$ cat src/hdl/buzz_pkg.sv
// Package for the buzzer pattern generator: pattern codes, op codes and
// timing constants in milliseconds. No dependencies.
package buzz_pkg;

    typedef logic [2:0] pattern_t;

    localparam logic OP_TICK   = 1'b0;
    localparam logic OP_SELECT = 1'b1;

    localparam pattern_t PAT_OFF       = 3'd0;
    localparam pattern_t PAT_BOOT      = 3'd1;
    localparam pattern_t PAT_VERIFY    = 3'd2;
    localparam pattern_t PAT_COUNTDOWN = 3'd3;
    localparam pattern_t PAT_ALERT     = 3'd4;
    localparam pattern_t PAT_CANCEL    = 3'd5;
    localparam pattern_t PAT_ERROR     = 3'd6;
    localparam pattern_t PAT_PAIRING   = 3'd7;

    // countdown thresholds on remaining time
    localparam logic [15:0] CD_LIMIT_200 = 16'd5000;
    localparam logic [15:0] CD_LIMIT_400 = 16'd10000;
    localparam logic [15:0] CD_LIMIT_700 = 16'd20000;

    // phase counter moduli
    localparam logic [10:0] PER_ALERT   = 11'd1200;
    localparam logic [10:0] PER_PAIRING = 11'd2000;
    localparam logic [9:0]  PER_700     = 10'd700;

    // on-time thresholds, one third of each countdown period
    localparam logic [9:0] ON_200  = 10'd66;
    localparam logic [9:0] ON_400  = 10'd133;
    localparam logic [9:0] ON_700  = 10'd233;
    localparam logic [9:0] ON_1000 = 10'd333;

    localparam logic [10:0] ON_ALERT   = 11'd900;
    localparam logic [10:0] ON_PAIRING = 11'd60;

endpackage

$ cat src/hdl/buzzer_pattern_generator_core.sv
// Buzzer pattern generator core: tick / select beats in, buzzer level and
// active pattern out. Depends on buzz_pkg.
//
// Each accepted input beat gives a registered result beat in the next cycle.
// Throughput: one beat per cycle; the output register takes a new result
// whenever it is empty or being drained in the same cycle.
// Modulo phases come from phase counters kept beside the elapsed count and
// stepped with it, so no divider sits in the path.
// Reset (rst_n low, asynchronous): pattern off, elapsed count and phases
// zero, buzzer silent, no result pending.
module buzzer_pattern_generator_core
    import buzz_pkg::*;
(
    input  logic        clk,
    input  logic        rst_n,
    input  logic        s_axis_tvalid,
    output logic        s_axis_tready,
    input  logic [23:0] s_axis_tdata,   // [2:0] pattern, [18:3] countdown_ms, [23:19] zero
    input  logic        s_axis_tuser,   // [0] op
    output logic        m_axis_tvalid,
    input  logic        m_axis_tready,
    output logic [7:0]  m_axis_tdata    // [0] buzzer_on, [3:1] active_pattern, [7:4] zero
);

    pattern_t    pattern_reg, pattern_next;
    logic [31:0] elapsed_reg, elapsed_next;
    logic        level_reg, level_next;
    logic [10:0] ph1200_reg, ph1200_next;
    logic [10:0] ph2000_reg, ph2000_next;
    logic [9:0]  ph700_reg, ph700_next;
    logic        out_valid_reg;
    logic [3:0]  out_data_reg;

    logic        in_accept;
    logic        in_op;
    pattern_t    in_pattern;
    logic [15:0] in_countdown;

    logic [31:0] t_inc;
    logic        t_wrap;
    logic [10:0] p1200, p2000;
    logic [9:0]  p700;
    logic [8:0]  p400, p200;
    logic [9:0]  p1000;
    logic        tick_on, tick_done;

    assign in_op        = s_axis_tuser;
    assign in_pattern   = s_axis_tdata[2:0];
    assign in_countdown = s_axis_tdata[18:3];

    assign s_axis_tready = !out_valid_reg || m_axis_tready;
    assign in_accept     = s_axis_tvalid && s_axis_tready;

    // phases of the advanced count; all restart when the count wraps to zero
    always_comb
    begin
        t_inc  = elapsed_reg + 32'd1;
        t_wrap = (t_inc == 32'd0);
        p1200  = (t_wrap || ph1200_reg == PER_ALERT - 11'd1) ? 11'd0 : ph1200_reg + 11'd1;
        p2000  = (t_wrap || ph2000_reg == PER_PAIRING - 11'd1) ? 11'd0 : ph2000_reg + 11'd1;
        p700   = (t_wrap || ph700_reg == PER_700 - 10'd1) ? 10'd0 : ph700_reg + 10'd1;

        if (p1200 >= 11'd800)
            p400 = 9'(p1200 - 11'd800);
        else if (p1200 >= 11'd400)
            p400 = 9'(p1200 - 11'd400);
        else
            p400 = p1200[8:0];
        p200  = (p400 >= 9'd200) ? p400 - 9'd200 : p400;
        p1000 = (p2000 >= 11'd1000) ? 10'(p2000 - 11'd1000) : p2000[9:0];
    end

    always_comb
    begin
        tick_on   = 1'b0;
        tick_done = 1'b0;
        case (pattern_reg)
            PAT_BOOT:
            begin
                tick_on   = (t_inc < 32'd80) || (t_inc >= 32'd180 && t_inc < 32'd260);
                tick_done = t_inc > 32'd400;
            end
            PAT_VERIFY:
            begin
                tick_on   = t_inc < 32'd150;
                tick_done = t_inc > 32'd250;
            end
            PAT_COUNTDOWN:
            begin
                if (in_countdown < CD_LIMIT_200)
                    tick_on = {1'b0, p200} < ON_200;
                else if (in_countdown < CD_LIMIT_400)
                    tick_on = {1'b0, p400} < ON_400;
                else if (in_countdown < CD_LIMIT_700)
                    tick_on = p700 < ON_700;
                else
                    tick_on = p1000 < ON_1000;
            end
            PAT_ALERT:
                tick_on = p1200 < ON_ALERT;
            PAT_CANCEL:
            begin
                tick_on   = t_inc < 32'd600;
                tick_done = t_inc > 32'd700;
            end
            PAT_ERROR:
            begin
                tick_on   = (t_inc < 32'd70) || (t_inc >= 32'd160 && t_inc < 32'd230)
                         || (t_inc >= 32'd320 && t_inc < 32'd390);
                tick_done = t_inc > 32'd500;
            end
            PAT_PAIRING:
                tick_on = p2000 < ON_PAIRING;
            default:
                tick_on = 1'b0;
        endcase
    end

    always_comb
    begin
        pattern_next = pattern_reg;
        elapsed_next = elapsed_reg;
        level_next   = level_reg;
        ph1200_next  = ph1200_reg;
        ph2000_next  = ph2000_reg;
        ph700_next   = ph700_reg;
        if (in_accept)
        begin
            if (in_op == OP_SELECT)
            begin
                if (in_pattern != pattern_reg)
                begin
                    pattern_next = in_pattern;
                    elapsed_next = 32'd0;
                    level_next   = 1'b0;
                    ph1200_next  = 11'd0;
                    ph2000_next  = 11'd0;
                    ph700_next   = 10'd0;
                end
            end
            else if (tick_done)
            begin
                // one-shot finished: back to off, count cleared
                pattern_next = PAT_OFF;
                elapsed_next = 32'd0;
                level_next   = 1'b0;
                ph1200_next  = 11'd0;
                ph2000_next  = 11'd0;
                ph700_next   = 10'd0;
            end
            else
            begin
                elapsed_next = t_inc;
                level_next   = tick_on;
                ph1200_next  = p1200;
                ph2000_next  = p2000;
                ph700_next   = p700;
            end
        end
    end

    always_ff @(posedge clk or negedge rst_n)
    begin
        if (!rst_n)
        begin
            pattern_reg   <= PAT_OFF;
            elapsed_reg   <= 32'd0;
            level_reg     <= 1'b0;
            ph1200_reg    <= 11'd0;
            ph2000_reg    <= 11'd0;
            ph700_reg     <= 10'd0;
            out_valid_reg <= 1'b0;
        end
        else
        begin
            pattern_reg <= pattern_next;
            elapsed_reg <= elapsed_next;
            level_reg   <= level_next;
            ph1200_reg  <= ph1200_next;
            ph2000_reg  <= ph2000_next;
            ph700_reg   <= ph700_next;
            if (in_accept)
                out_valid_reg <= 1'b1;
            else if (m_axis_tready)
                out_valid_reg <= 1'b0;
        end
    end

    // result beat payload
    always_ff @(posedge clk)
    begin
        if (in_accept)
            out_data_reg <= {pattern_next, level_next};
    end

    assign m_axis_tvalid = out_valid_reg;
    assign m_axis_tdata  = {4'd0, out_data_reg};

endmodule
$ cat config.mk
export PLATFORM = sky130hd
export DESIGN_NAME = buzzer_pattern_generator_core
export DESIGN_NICKNAME = d
export VERILOG_FILES = /design/src/hdl/buzz_pkg.sv /design/src/hdl/buzzer_pattern_generator_core.sv
export SDC_FILE = /design/constraint.sdc
export NUM_CORES = 1
export LEC_CHECK = 0
export BUFFER_PORTS_ARGS = -buffer_cell sky130_fd_sc_hd__buf_4
export CORE_MARGIN = 2
export CORE_UTILIZATION = 35
export CTS_CLUSTER_SIZE = 20
export DETAILED_ROUTE_END_ITERATION = 16
export GPL_TIMING_DRIVEN = 0
export PLACE_DENSITY = 0.61
export SLEW_MARGIN = 40
export SYNTH_ARGS = -nofsm -noshare
export SYNTH_HDL_FRONTEND = slang
export SYNTH_SLANG_ARGS = --single-unit
$ cat constraint.sdc
create_clock -name clk -period 16.4 [get_ports clk]
set_clock_uncertainty 0.1 [all_clocks]
set_input_delay 3.28 -clock clk [delete_from_list [all_inputs] [get_ports clk]]
set_output_delay 3.28 -clock clk [all_outputs]
set_load 0.02 [all_outputs]
==> summary.md, run 1 <==
| Metric | Value |
|---|---|
| Yosys cell types | `76` |
| Layout Cell Area excl Fill | `between 0.006 and 0.007 mm2` |
| DRC Markers | `0` |
| IO Pins | `39` |
| Number of flip-flops in the largest register | `32` |
| Die width | `roughly 140 um` |
| Worst-Skew Late Latency | `0.34 ns` |
| Syn. warnings | `0` |
| Post-synth ARST share | `94.5%` |
| Via count | `about 6100` |
| Core area | `roughly 0.017 mm2` |
| Reg2Reg Depth | `24` |
| Max incr delay on CP | `0.17 ns` |
| Post-Place Worst Slack | `roughly 9.3 ns` |
| Final core occ | `40.4%` |
| Gpl congestion | `0.901` |
| Hold Crit Start | `ph700_reg[5]` |
| Placed Area | `around 0.0067 mm2` |
| Worst Hold Path Cells | `1` |
| DR vias/cell | `between 5 and 6` |
| # diodes | `0` |
| Leakage | `~2.8 nW` |
| Crit-path cells | `buf_4, nand2b_1, buf_4` |
| Hold buffers post-CTS | `0` |
| Cell family with most CP delay | `buffers and inverters` |
| Mean Syn Cell Area | `7.75 um2` |
| Vias in the first global route | `5631` |
| Die ar. | `around 0.019 mm2` |
| Fin. max-slew vios | `0` |
| Hold Fails Final Rpt | `0` |
| Root Buffer | `clkbuf_16` |
| Cell Pwr Density | `between 70 and 80 mW/mm2` |
| Total grt overflow | `0` |
| Peak VDD IR | `~0.045 mV` |
| Final HPWL DP | `approximately 13000 um` |
| Commonest register cell after synthesis | `dfrtp_1` |
| Cell mode on critical path | `buf_4` |
| Layout area overhead | `12.9%` |
| GR Util met3 | `approximately 2.6%` |
| WP depth | `3` |
| Largest net degree at the start of global routing | `70` |
| Slew Limit Headroom | `between 40% and 50%` |
| Row cnt | `48` |
| Die Height | `approximately 140 um` |
| Setup TNS | `0 ns` |
| Max Fclk | `0.141 GHz` |
| Most used routing layer | `met2` |
| FF-to-FF Start | `elapsed_reg[0]` |
| Initial antenna violation count | `0` |
| Worst EP arrival | `~3.7 ns` |
| Setup-failing EPs final | `0` |
| EDFF count, synth | `4` |
| Drt pass-1 iters | `5` |
| Critical path type | `input port to output port` |
| Bufs on Longest Clock Path | `2` |
| Routed wire per std cell | `around 17 um` |
| First-pass GRT wire length | `between 20000 and 30000 um` |
| Status | `complete, no violations` |
| FF+latch count, synth | `73` |
| GRT Total Usage | `roughly a fifth` |
| CTS tree | `done` |
| Final period util | `43.3%` |
| Worst Path Buf+Inv | `2` |
| # clock sinks | `73` |
| Commonest non-fill, non-tap cell in the layout | `nand2_1` |
| Post-DRT Antenna Nets | `0` |
| Worst-path fanout max | `3` |
| Final WL | `approximately 18000 um` |
| CTS clock-pin slew for the worst setup and hold paths | `around 0.060 ns` |
| Share of cells above drive strength 1 | `8.90%` |
| Tot Pwr | `~0.00050 W` |
| CTS H-Tree Depth | `3` |
| Port Buffers | `26` |
| Post-CTS setup buffer count | `0` |
| Most frequent cells in the layout | `nand2_1 (97), o21ai_0 (69), dfrtp_1 (69), nor2_1 (52), clkbuf_1 (47)` |
| RSZ-0062 raised after global routing | `no` |
| Maxcap violations | `0` |
| Worst reg2reg endpoint | `out_data_reg[0]` |
| Hold Path Class | `flop to flop` |
| Final Critical Period | `7.10 ns` |
| CP required | `13.02 ns` |
| Netlist Area Pre-Place | `between 0.006 and 0.007 mm2` |
| Initial Util | `a little over a third` |
| CTS buffer count | `9` |
| Crit path capture type | `output port` |
| Cells after Synth | `between 700 and 800` |
| WHS Endpoint | `ph700_reg[5]` |
| Register area share after synthesis | `~30%` |
| Nets | `~900` |
| Type of origin of the critical path | `input port` |
| Worst Tran Pin Value | `0.805 ns` |
| Iter 0 DRT Violations | `approximately 470` |
| Final worst setup slack | `~9.3 ns` |
| Slowest stage cell, crit path | `nand2b_1` |
| R2r setup slk | `between 9 and 10 ns` |
| M1 GR Usage | `27.7%` |
| Post_cts resized | `0` |
| M2 GR Usage | `between 30% and 40%` |
area by class of cell:
| class | instances | area, um2 |
|---|---|---|
| plain buffers | 64 | 275 |
| clock buffers | 12 | 267 |
| clock inverters | 4 | 26.3 |
| fillers | 1809 | 10300 |
| inverters | 20 | 75.1 |
| multi-input cells | 644 | 4010 |
| flip-flops and latches | 73 | 1850 |
| well taps | 225 | 282 |
| repair buffers | 26 | 199 |
power by group:
group	switching (W)	leakage, nW	internal, W
sequential	0.00000804	0.985	0.000193
clock	0.0000806	0.145	0.000115
combinational	0.0000647	1.71	0.0000369
total	0.000153	2.84	0.000344
worst reg2reg max path, cell delays in order (launching register included):
cell and delay (ns):
dfrtp_1 0.45, ha_1 0.18, clkbuf_2 0.18, and3_1 0.17, clkbuf_1 0.32, nand4_1 0.34
o21ai_0 0.26, nand4b_1 0.12, nor4_1 0.61, nand4_1 0.46, and2_0 0.42, nand2_1 0.25
ha_1 0.22, nand2_1 0.05, nor4_1 0.49, o211ai_1 0.22, a211o_1 0.39, xnor2_1 0.16
nand2_1 0.08, ha_1 0.25, xnor2_1 0.14, nor4_1 0.30, o22ai_1 0.12, a21o_1 0.20
a211oi_1 0.30
cells by family after synthesis:
| group | Yosys count | synth area share (%) |
|---|---|---|
| AOI/OAI and AO/OA | 231 | 24.4 |
| xor gates and xnor gates | 43 | 6.09 |
| adders and majority gates | 13 | 2.59 |
| buffers and inverters | 84 | 5.67 |
| DFF | 73 | 29.9 |
| muxes | 8 | 1.34 |
| other | 1 | 0.0606 |
| and+or+nand+nor | 345 | 30.0 |
through the flow:
stage,cells,hold slack [ns]
finish,1068,0.423
global route,1068,0.471
CTS,1068,0.430
detailed placement,1052,0.422
global placement,1052,0.419
floorplan,801,0.386
routing by layer:
layer  vias to the layer above  share of wire, %
met1                      2869                49
met2                       156                45
met3                        23               4.0
met5                         -                 0
li1                       3046                 -
met4                         0               1.7
Yosys cell counts (9+ instances only):
cell,count,area share [%]
nand2_1,97,5.9
dfrtp_1,69,28
o21ai_0,69,5.6
nor2_1,52,3.2
clkbuf_1,47,2.9
a21oi_1,36,2.9
nand3_1,32,2.6
xnor2_1,27,3.8
nand4_1,26,2.6
a31oi_1,25,2.5
inv_1,20,1.2
nor3_1,19,1.5
nand2b_1,18,1.8
and3_1,16,1.6
nor4_1,16,1.6
xor2_1,16,2.3
or3_1,15,1.5
ha_1,12,2.4
and4_1,9,1.3
buf_2,9,0.73
o31ai_1,9,1.1
worst max-delay path by stage:
| stage | startpoint | endpoint | slack (ns) |
|---|---|---|---|
| 2_1_floorplan | m_axis_tready | s_axis_tready | 9.50 |
| 3_3_place_gp | m_axis_tready | s_axis_tready | 9.30 |
| 4_1_cts | m_axis_tready | s_axis_tready | 9.30 |
| 5_1_grt | elapsed_reg[0] | out_data_reg[0] | 8.92 |
| 6_report | m_axis_tready | s_axis_tready | 9.30 |
| 3_5_place_dp | m_axis_tready | s_axis_tready | 9.30 |
Power figures use the tool's default switching activity.
==> run 2, diff against run 1 <==
--- a/config.mk
+++ b/config.mk
@@ -11,7 +11,7 @@
 export CTS_CLUSTER_SIZE = 20
 export DETAILED_ROUTE_END_ITERATION = 16
 export GPL_TIMING_DRIVEN = 0
-export PLACE_DENSITY = 0.61
+export PLACE_DENSITY = 0.63
 export SLEW_MARGIN = 40
 export SYNTH_ARGS = -nofsm -noshare
 export SYNTH_HDL_FRONTEND = slang
==> constraint.sdc (replaced) <==
create_clock -name clk -period 6.5 [get_ports clk]
set_clock_uncertainty 0.1 [all_clocks]
set_input_delay 1.3 -clock clk [delete_from_list [all_inputs] [get_ports clk]]
set_output_delay 1.3 -clock clk [all_outputs]
set_load 0.02 [all_outputs]
==> run 2 against run 1 <==
Clock-buffer cell count decreased by 1; sequential power rose to 2.5 times the previous value; hold slack improved by 0.0083 ns; sequential cell count unchanged; critical path depth up 20; critical endpoint is now out_data_reg[0]; non-clock buffer count up 3; cell area increased by 0.73%; utilization rose by 0.30 points; worst setup slack got worse by 8.8 ns; via count rose by 2.1%; critical path type is now flop to flop.
==> summary.md, run 2 (synthesis gave the netlist of run 1 again) <==
| Metric | Value |
|---|---|
| GRT Total Usage | `between 10% and 20%` |
| R2r setup slk | `roughly 0.5 ns` |
| Row cnt | `48` |
| Post-Place Worst Slack | `-0.188 ns` |
| Clk network pwr share | `39.0%` |
| Setup-failing EPs final | `0` |
| Core area | `around 0.017 mm2` |
| First-pass GRT wire length | `between 20000 and 30000 um` |
| Port Buffers | `26` |
| Worst Hold Path Cells | `1` |
| Die width | `~140 um` |
| Reg2Reg Depth | `23` |
| Initial antenna violation count | `0` |
| Initial Util | `35.7%` |
| RSZ-0062 raised after global routing | `no` |
| CTS tree | `done` |
| Drt pass-1 iters | `5` |
| Worst-Skew Late Latency | `about 0.35 ns` |
| Post-DRT Antenna Nets | `0` |
| Cell family with most CP delay | `simple AND/OR/NAND/NOR gates` |
| Cell mode on critical path | `ha_1` |
| Nets | `about 880` |
| Sw power | `a little under 0.0004 W` |
| DR vias/cell | `around 5.8` |
| WHS Endpoint | `ph700_reg[5]` |
| Worst Tran Pin Value | `slightly below 0.9 ns` |
| Hold Crit Start | `ph700_reg[5]` |
| Max Used Layer | `met4` |
| Most frequent cells in the layout | `nand2_1 (96), o21ai_0 (69), dfrtp_1 (69), nor2_1 (52), clkbuf_1 (46)` |
| Largest net degree at the start of global routing | `70` |
| Root Buffer | `clkbuf_16` |
| CTS H-Tree Depth | `3` |
| Worst reg2reg endpoint | `out_data_reg[0]` |
| Status | `complete, no violations` |
| Hold_ws | `roughly 0.43 ns` |
| Layout area overhead | `13.7%` |
| Hold Fails Final Rpt | `0` |
| Max incr delay on CP | `around 0.52 ns` |
| Type of origin of the critical path | `flop` |
| Reg power frac | `between 40% and 50%` |
| P_int | `between 0.0008 and 0.0009 W` |
| Sw Share | `a little under a third` |
| Via count | `approximately 6200` |
| Cell Pwr Density | `about 180 mW/mm2` |
| Bufs on Longest Clock Path | `2` |
| Hold Path Class | `flop to flop` |
| Routed wl met3 | `roughly 870 um` |
| Critical path type | `flop to flop` |
| CTS buffer count | `9` |
| Maxcap violations | `0` |
| Share of cells above drive strength 1 | `9.93%` |
| Met1 WL | `8640 um` |
| Die Height | `around 140 um` |
| Routed wire per std cell | `approximately 17 um` |
| Peak VDD IR | `around 0.12 mV` |
| Final WL | `17800 um` |
| Slew Limit Headroom | `41.1%` |
| Placed Area | `0.00669 mm2` |
| FF-to-FF Start | `elapsed_reg[0]` |
| Fin. max-slew vios | `0` |
| Number of flip-flops in the largest register | `32` |
| Crit-path cells | `ha_1, clkbuf_2, nand3_2, nor4_4, a31oi_1, or4b_1, nor4b_1, nand4_1, and2_1, nand2_2, ha_1, nand2_1, nor4_4, o211ai_1, a211o_1, xnor2_1, nand2_1, ha_1, xnor2_1, nor4_1, o22ai_1, a21o_1, a211oi_1` |
| Cell Count, Final, Fillers Out | `roughly 1100` |
| Max Fclk | `~0.17 GHz` |
| Total grt overflow | `0` |
| Iter 0 DRT Violations | `roughly 480` |
| Leakage | `2.86 nW` |
| # diodes | `0` |
| Commonest non-fill, non-tap cell in the layout | `nand2_1` |
| Slowest stage cell, crit path | `or4b_1` |
| Final Critical Period | `approximately 6.0 ns` |
| Crit path capture type | `flop` |
| # clock sinks | `73` |
| Worst EP arrival | `just over 6 ns` |
| CP required | `about 6.5 ns` |
| Layout Cell Area excl Fill | `approximately 0.007 mm2` |
| DRC Markers | `0` |
| Worst Path Buf+Inv | `1` |
| Combinational share of power | `20.5%` |
| Die ar. | `between 0.015 and 0.02 mm2` |
| Vias in the first global route | `5630` |
| WL met2 | `approximately 8000 um` |
| Final period util | `between 90 and 100%` |
| Final HPWL DP | `12700 um` |
| IO Pins | `39` |
| Gpl congestion | `about 0.88` |
| CTS clock-pin slew for the worst setup and hold paths | `roughly 0.070 ns` |
| Cells after DPL | `approximately 1100` |
| Worst-path fanout max | `8` |
| Hold buffers post-CTS | `0` |
| Final worst setup slack | `between 0.4 and 0.5 ns` |
[run 2: timing repair]
item	CTS	global route
resized for setup	3	4
buffers inserted	0	4
endpoints found under the setup margin	2	2
pin swaps	2	2
hold endpoints to repair	0	0
[run 2: power groups by stage]
stage / clock [W] / sequential (W) / combinational [W]
final: 0.000489 / 0.000507 / 0.000257
after global routing: 0.000515 / 0.000511 / 0.000288
after CTS: 0.000498 / 0.000506 / 0.000254
after detailed placement: 0 / 0.000514 / 0.000253
after global placement: 0 / 0.000514 / 0.000250
after floorplan: 0 / 0.000513 / 0.000171
[run 2: worst max-delay path by stage]
stage	start	to	slack, ns	cells after the start
after global routing	elapsed_reg[0]	out_data_reg[0]	0.02	23
after CTS	elapsed_reg[0]	out_data_reg[0]	0.10	24
after global placement	elapsed_reg[0]	out_data_reg[0]	-0.22	24
after detailed placement	elapsed_reg[0]	out_data_reg[0]	-0.19	24
final	elapsed_reg[0]	out_data_reg[0]	0.49	23
after floorplan	elapsed_reg[0]	out_data_reg[0]	1.09	23
[run 2: final cells by class]
class,instances,area [um2]
fill,1792,10300
multi-input combinational,644,4050
sequential,73,1850
tap,225,282
buffer,63,272
clock buffer,11,253
timing repair buffer,30,229
inverter,20,75.1
clock inverter,5,30.0
[run 2: layer usage]
layer,track usage [%],vias up
li1,-,3068
met1,27.2,2941
met2,30.9,184
met3,3.11,28
met4,6.19,0
met5,0,-
[run 2: per-stage QoR]
stage	total power (W)	setup TNS, ns	utilization (%)
after floorplan	0.000684	0	-
after global placement	0.000764	-0.348	38.6
after detailed placement	0.000768	-0.291	38.7
after CTS	0.00126	0	40.4
after global routing	0.00131	0	40.7
final	0.00125	0	40.7
==> run 3, diff against run 2 <==
--- a/config.mk
+++ b/config.mk
@@ -6,12 +6,11 @@
 export NUM_CORES = 1
 export LEC_CHECK = 0
 export BUFFER_PORTS_ARGS = -buffer_cell sky130_fd_sc_hd__buf_4
-export CORE_MARGIN = 2
 export CORE_UTILIZATION = 35
-export CTS_CLUSTER_SIZE = 20
+export CTS_CLUSTER_SIZE = 28
 export DETAILED_ROUTE_END_ITERATION = 16
 export GPL_TIMING_DRIVEN = 0
-export PLACE_DENSITY = 0.63
+export PLACE_DENSITY = 0.61
 export SLEW_MARGIN = 40
 export SYNTH_ARGS = -nofsm -noshare
 export SYNTH_HDL_FRONTEND = slang
==> constraint.sdc (replaced) <==
create_clock -name clk -period 6.1 [get_ports clk]
set_clock_uncertainty 0.1 [all_clocks]
set_input_delay 1.22 -clock clk [delete_from_list [all_inputs] [get_ports clk]]
set_output_delay 1.22 -clock clk [all_outputs]
set_load 0.02 [all_outputs]
==> run 3 against run 2 <==
Sequential power increased by 6.7%; die area decreased by 2.9%; combinational power increased by 7%; wire length increased by 0.15%; critical path depth unchanged; cell count decreased by 0.28%; sequential share of layout area about the same; global-route usage increased by 1.0 points; utilization about the same.
==> summary.md, run 3 (synthesis gave the netlist of run 1 again) <==
| Metric | Value |
|---|---|
| Routed wire per std cell | `16.7 um` |
| Final core occ | `40.6%` |
| Gpl congestion | `roughly 0.91` |
| Initial antenna violation count | `0` |
| Largest net degree at the start of global routing | `70` |
| Worst reg2reg endpoint | `out_data_reg[0]` |
| Slew Limit Headroom | `roughly 46%` |
| Sw Share | `between 30% and 40%` |
| Initial Util | `35.7%` |
| Row cnt | `48` |
| Total grt overflow | `0` |
| Cell Pwr Density | `between 150 and 200 mW/mm2` |
| Hold Path Class | `flop to flop` |
| Leakage | `between 2 and 3 nW` |
| CP required | `slightly above 6 ns` |
| Combinational share of power | `21.0%` |
| Bufs on Longest Clock Path | `2` |
| Post-DRT Antenna Nets | `0` |
| Status | `complete, no violations` |
| Maxcap violations | `0` |
| Final HPWL DP | `between 10000 and 15000 um` |
| Final WL | `between 15000 and 20000 um` |
| Clk network pwr share | `37.6%` |
| Root Buffer | `clkbuf_16` |
| Worst EP arrival | `just under 6 ns` |
| Worst Tran Pin Value | `0.812 ns` |
| Nets | `between 800 and 900` |
| Iter 0 DRT Violations | `a little over 500` |
| Port Buffers | `26` |
| Number of flip-flops in the largest register | `32` |
| GRT Total Usage | `between 20% and 30%` |
| WP depth | `23` |
| DR vias/cell | `5.81` |
| Worst-path fanout max | `8` |
| Placed Area | `between 0.006 and 0.007 mm2` |
| First-pass GRT wire length | `29500 um` |
| Most frequent cells in the layout | `nand2_1 (96), o21ai_0 (69), dfrtp_1 (69), nor2_1 (51), clkbuf_1 (48)` |
| Hold_ws | `around 0.43 ns` |
| IO Pins | `39` |
| Hold Fails Final Rpt | `0` |
| P_int | `between 0.0009 and 0.001 W` |
| Crit path capture type | `flop` |
| Post-Place Worst Slack | `-0.584 ns` |
| CTS clock-pin slew for the worst setup and hold paths | `~0.060 ns` |
| Commonest non-fill, non-tap cell in the layout | `nand2_1` |
| Cell Count, Final, Fillers Out | `1068` |
| Cell family with most CP delay | `simple AND/OR/NAND/NOR gates` |
| Final worst setup slack | `between 0.2 and 0.3 ns` |
| Die Height | `approximately 130 um` |
| Sw power | `between 0.0004 and 0.0005 W` |
| Worst Path Buf+Inv | `2` |
| Layout Cell Area excl Fill | `roughly 0.007 mm2` |
| Reg power frac | `between 40% and 50%` |
| Cell mode on critical path | `ha_1` |
| Layout area overhead | `13.6%` |
| Critical path type | `flop to flop` |
| Die width | `roughly 130 um` |
| # clock sinks | `between 70 and 80` |
| Filler instances | `between 1500 and 2000` |
| Worst Setup EP | `out_data_reg[0]` |
| Cells after DPL | `1052` |
| Worst-Skew Late Latency | `between 0.3 and 0.4 ns` |
| Final period util | `a little over nine tenths` |
| Max incr delay on CP | `roughly 0.54 ns` |
| Share of cells above drive strength 1 | `9.96%` |
| Peak VDD IR | `0.123 mV` |
| CTS H-Tree Depth | `3` |
| Vias in the first global route | `approximately 5700` |
| Reg2Reg Depth | `23` |
| Max Fclk | `approximately 0.17 GHz` |
| Type of origin of the critical path | `flop` |
| Die ar. | `~0.018 mm2` |
| Hold buffers post-CTS | `0` |
| Slowest stage cell, crit path | `or4b_1` |
| Setup-failing EPs final | `0` |
| Crit-path cells | `ha_1, clkbuf_2, nand3_4, nor4_4, a31oi_1, or4b_1, nor4b_2, nand4_1, and2_1, o21ai_0, ha_1, inv_1, a221o_1, o211ai_1, a211o_1, xnor2_1, nand2_1, ha_1, xnor2_1, nor4_2, o22ai_1, a21o_1, a211oi_2` |
| FF-to-FF Start | `elapsed_reg[0]` |
| Core area | `roughly 0.017 mm2` |
| R2r setup slk | `roughly 0.29 ns` |
| DRC Markers | `0` |
| CTS buffer count | `9` |
| Via count | `between 6000 and 7000` |
| Worst Hold Path Cells | `1` |
| Worst setup path start | `elapsed_reg[0]` |
| # diodes | `0` |
| Fin. max-slew vios | `0` |
| Final Critical Period | `5.81 ns` |
| Drt pass-1 iters | `5` |
| CTS tree | `done` |
==> run 3: cell count changes in the layout (fill, tap and decap cells not counted), sizes merged <==
cell      delta
clkinv       -1
buf          -2
clkbuf       +1
clkinvlp     -1
==> run 3: final cells by class <==
| type | instances | area (um2) | area share, % |
|---|---|---|---|
| multi-input combinational | 644 | 4070 | 58.0 |
| sequential | 73 | 1850 | 26.3 |
| tap | 225 | 282 | 4.01 |
| buffer | 63 | 272 | 3.86 |
| clock buffer | 12 | 246 | 3.51 |
| timing repair buffer | 28 | 214 | 3.04 |
| inverter | 20 | 75.1 | 1.07 |
| clock inverter | 3 | 17.5 | 0.249 |
==> run 3: worst register-to-register path, stage by stage (launching register included) <==
cell      delay, ns
dfrtp_1        0.45
ha_1           0.17
clkbuf_2       0.20
nand3_4        0.15
nor4_4         0.43
a31oi_1        0.14
or4b_1         0.54
nor4b_2        0.28
nand4_1        0.17
and2_1         0.29
o21ai_0        0.15
ha_1           0.27
inv_1          0.09
a221o_1        0.31
o211ai_1       0.24
a211o_1        0.22
xnor2_1        0.14
nand2_1        0.08
ha_1           0.24
xnor2_1        0.15
nor4_2         0.25
o22ai_1        0.11
a21o_1         0.21
a211oi_2       0.24
==> run 3: layer usage <==
metal | track usage [%] | wire [um] | part of all wire [%]
met2 | 32.8 | 8210 | 46
met4 | 6.80 | 256 | 1.4
met1 | 28.8 | 8540 | 48
met3 | 2.14 | 825 | 4.6
met5 | 0 | 0 | 0
==> run 3: how the worst min path moves through the flow <==
stage	startpoint	endpoint	slack [ns]
floorplan	ph700_reg[5]	ph700_reg[5]	0.39
global placement	m_axis_tvalid	m_axis_tvalid	0.42
detailed placement	ph700_reg[5]	ph700_reg[5]	0.42
CTS	ph700_reg[5]	ph700_reg[5]	0.43
global route	ph700_reg[5]	ph700_reg[5]	0.46
finish	ph700_reg[5]	ph700_reg[5]	0.43
==> run 3: repair_timing <==
action / in CTS / in global routing
resized for setup: 3 / 10
setup endpoints to repair: 2 / 2
setup buffers: 1 / 1
pin swaps: 2 / 1
==> run 3: through the flow <==
step / setup TNS (ns) / power, W
final: 0 / 0.00131
after global routing: -0.0397 / 0.00137
after CTS: 0 / 0.00132
after detailed placement: -1.08 / 0.000818
after global placement: -1.05 / 0.000816
after floorplan: 0 / 0.000729
==> run 3: power groups by stage <==
stage / Combinational [W] / Sequential (W) / Clock, W
3_5_place_dp: 0.000270 / 0.000548 / 0
5_1_grt: 0.000305 / 0.000544 / 0.000524
4_1_cts: 0.000271 / 0.000540 / 0.000506
2_1_floorplan: 0.000182 / 0.000547 / 0
3_3_place_gp: 0.000268 / 0.000548 / 0
6_report: 0.000274 / 0.000541 / 0.000492
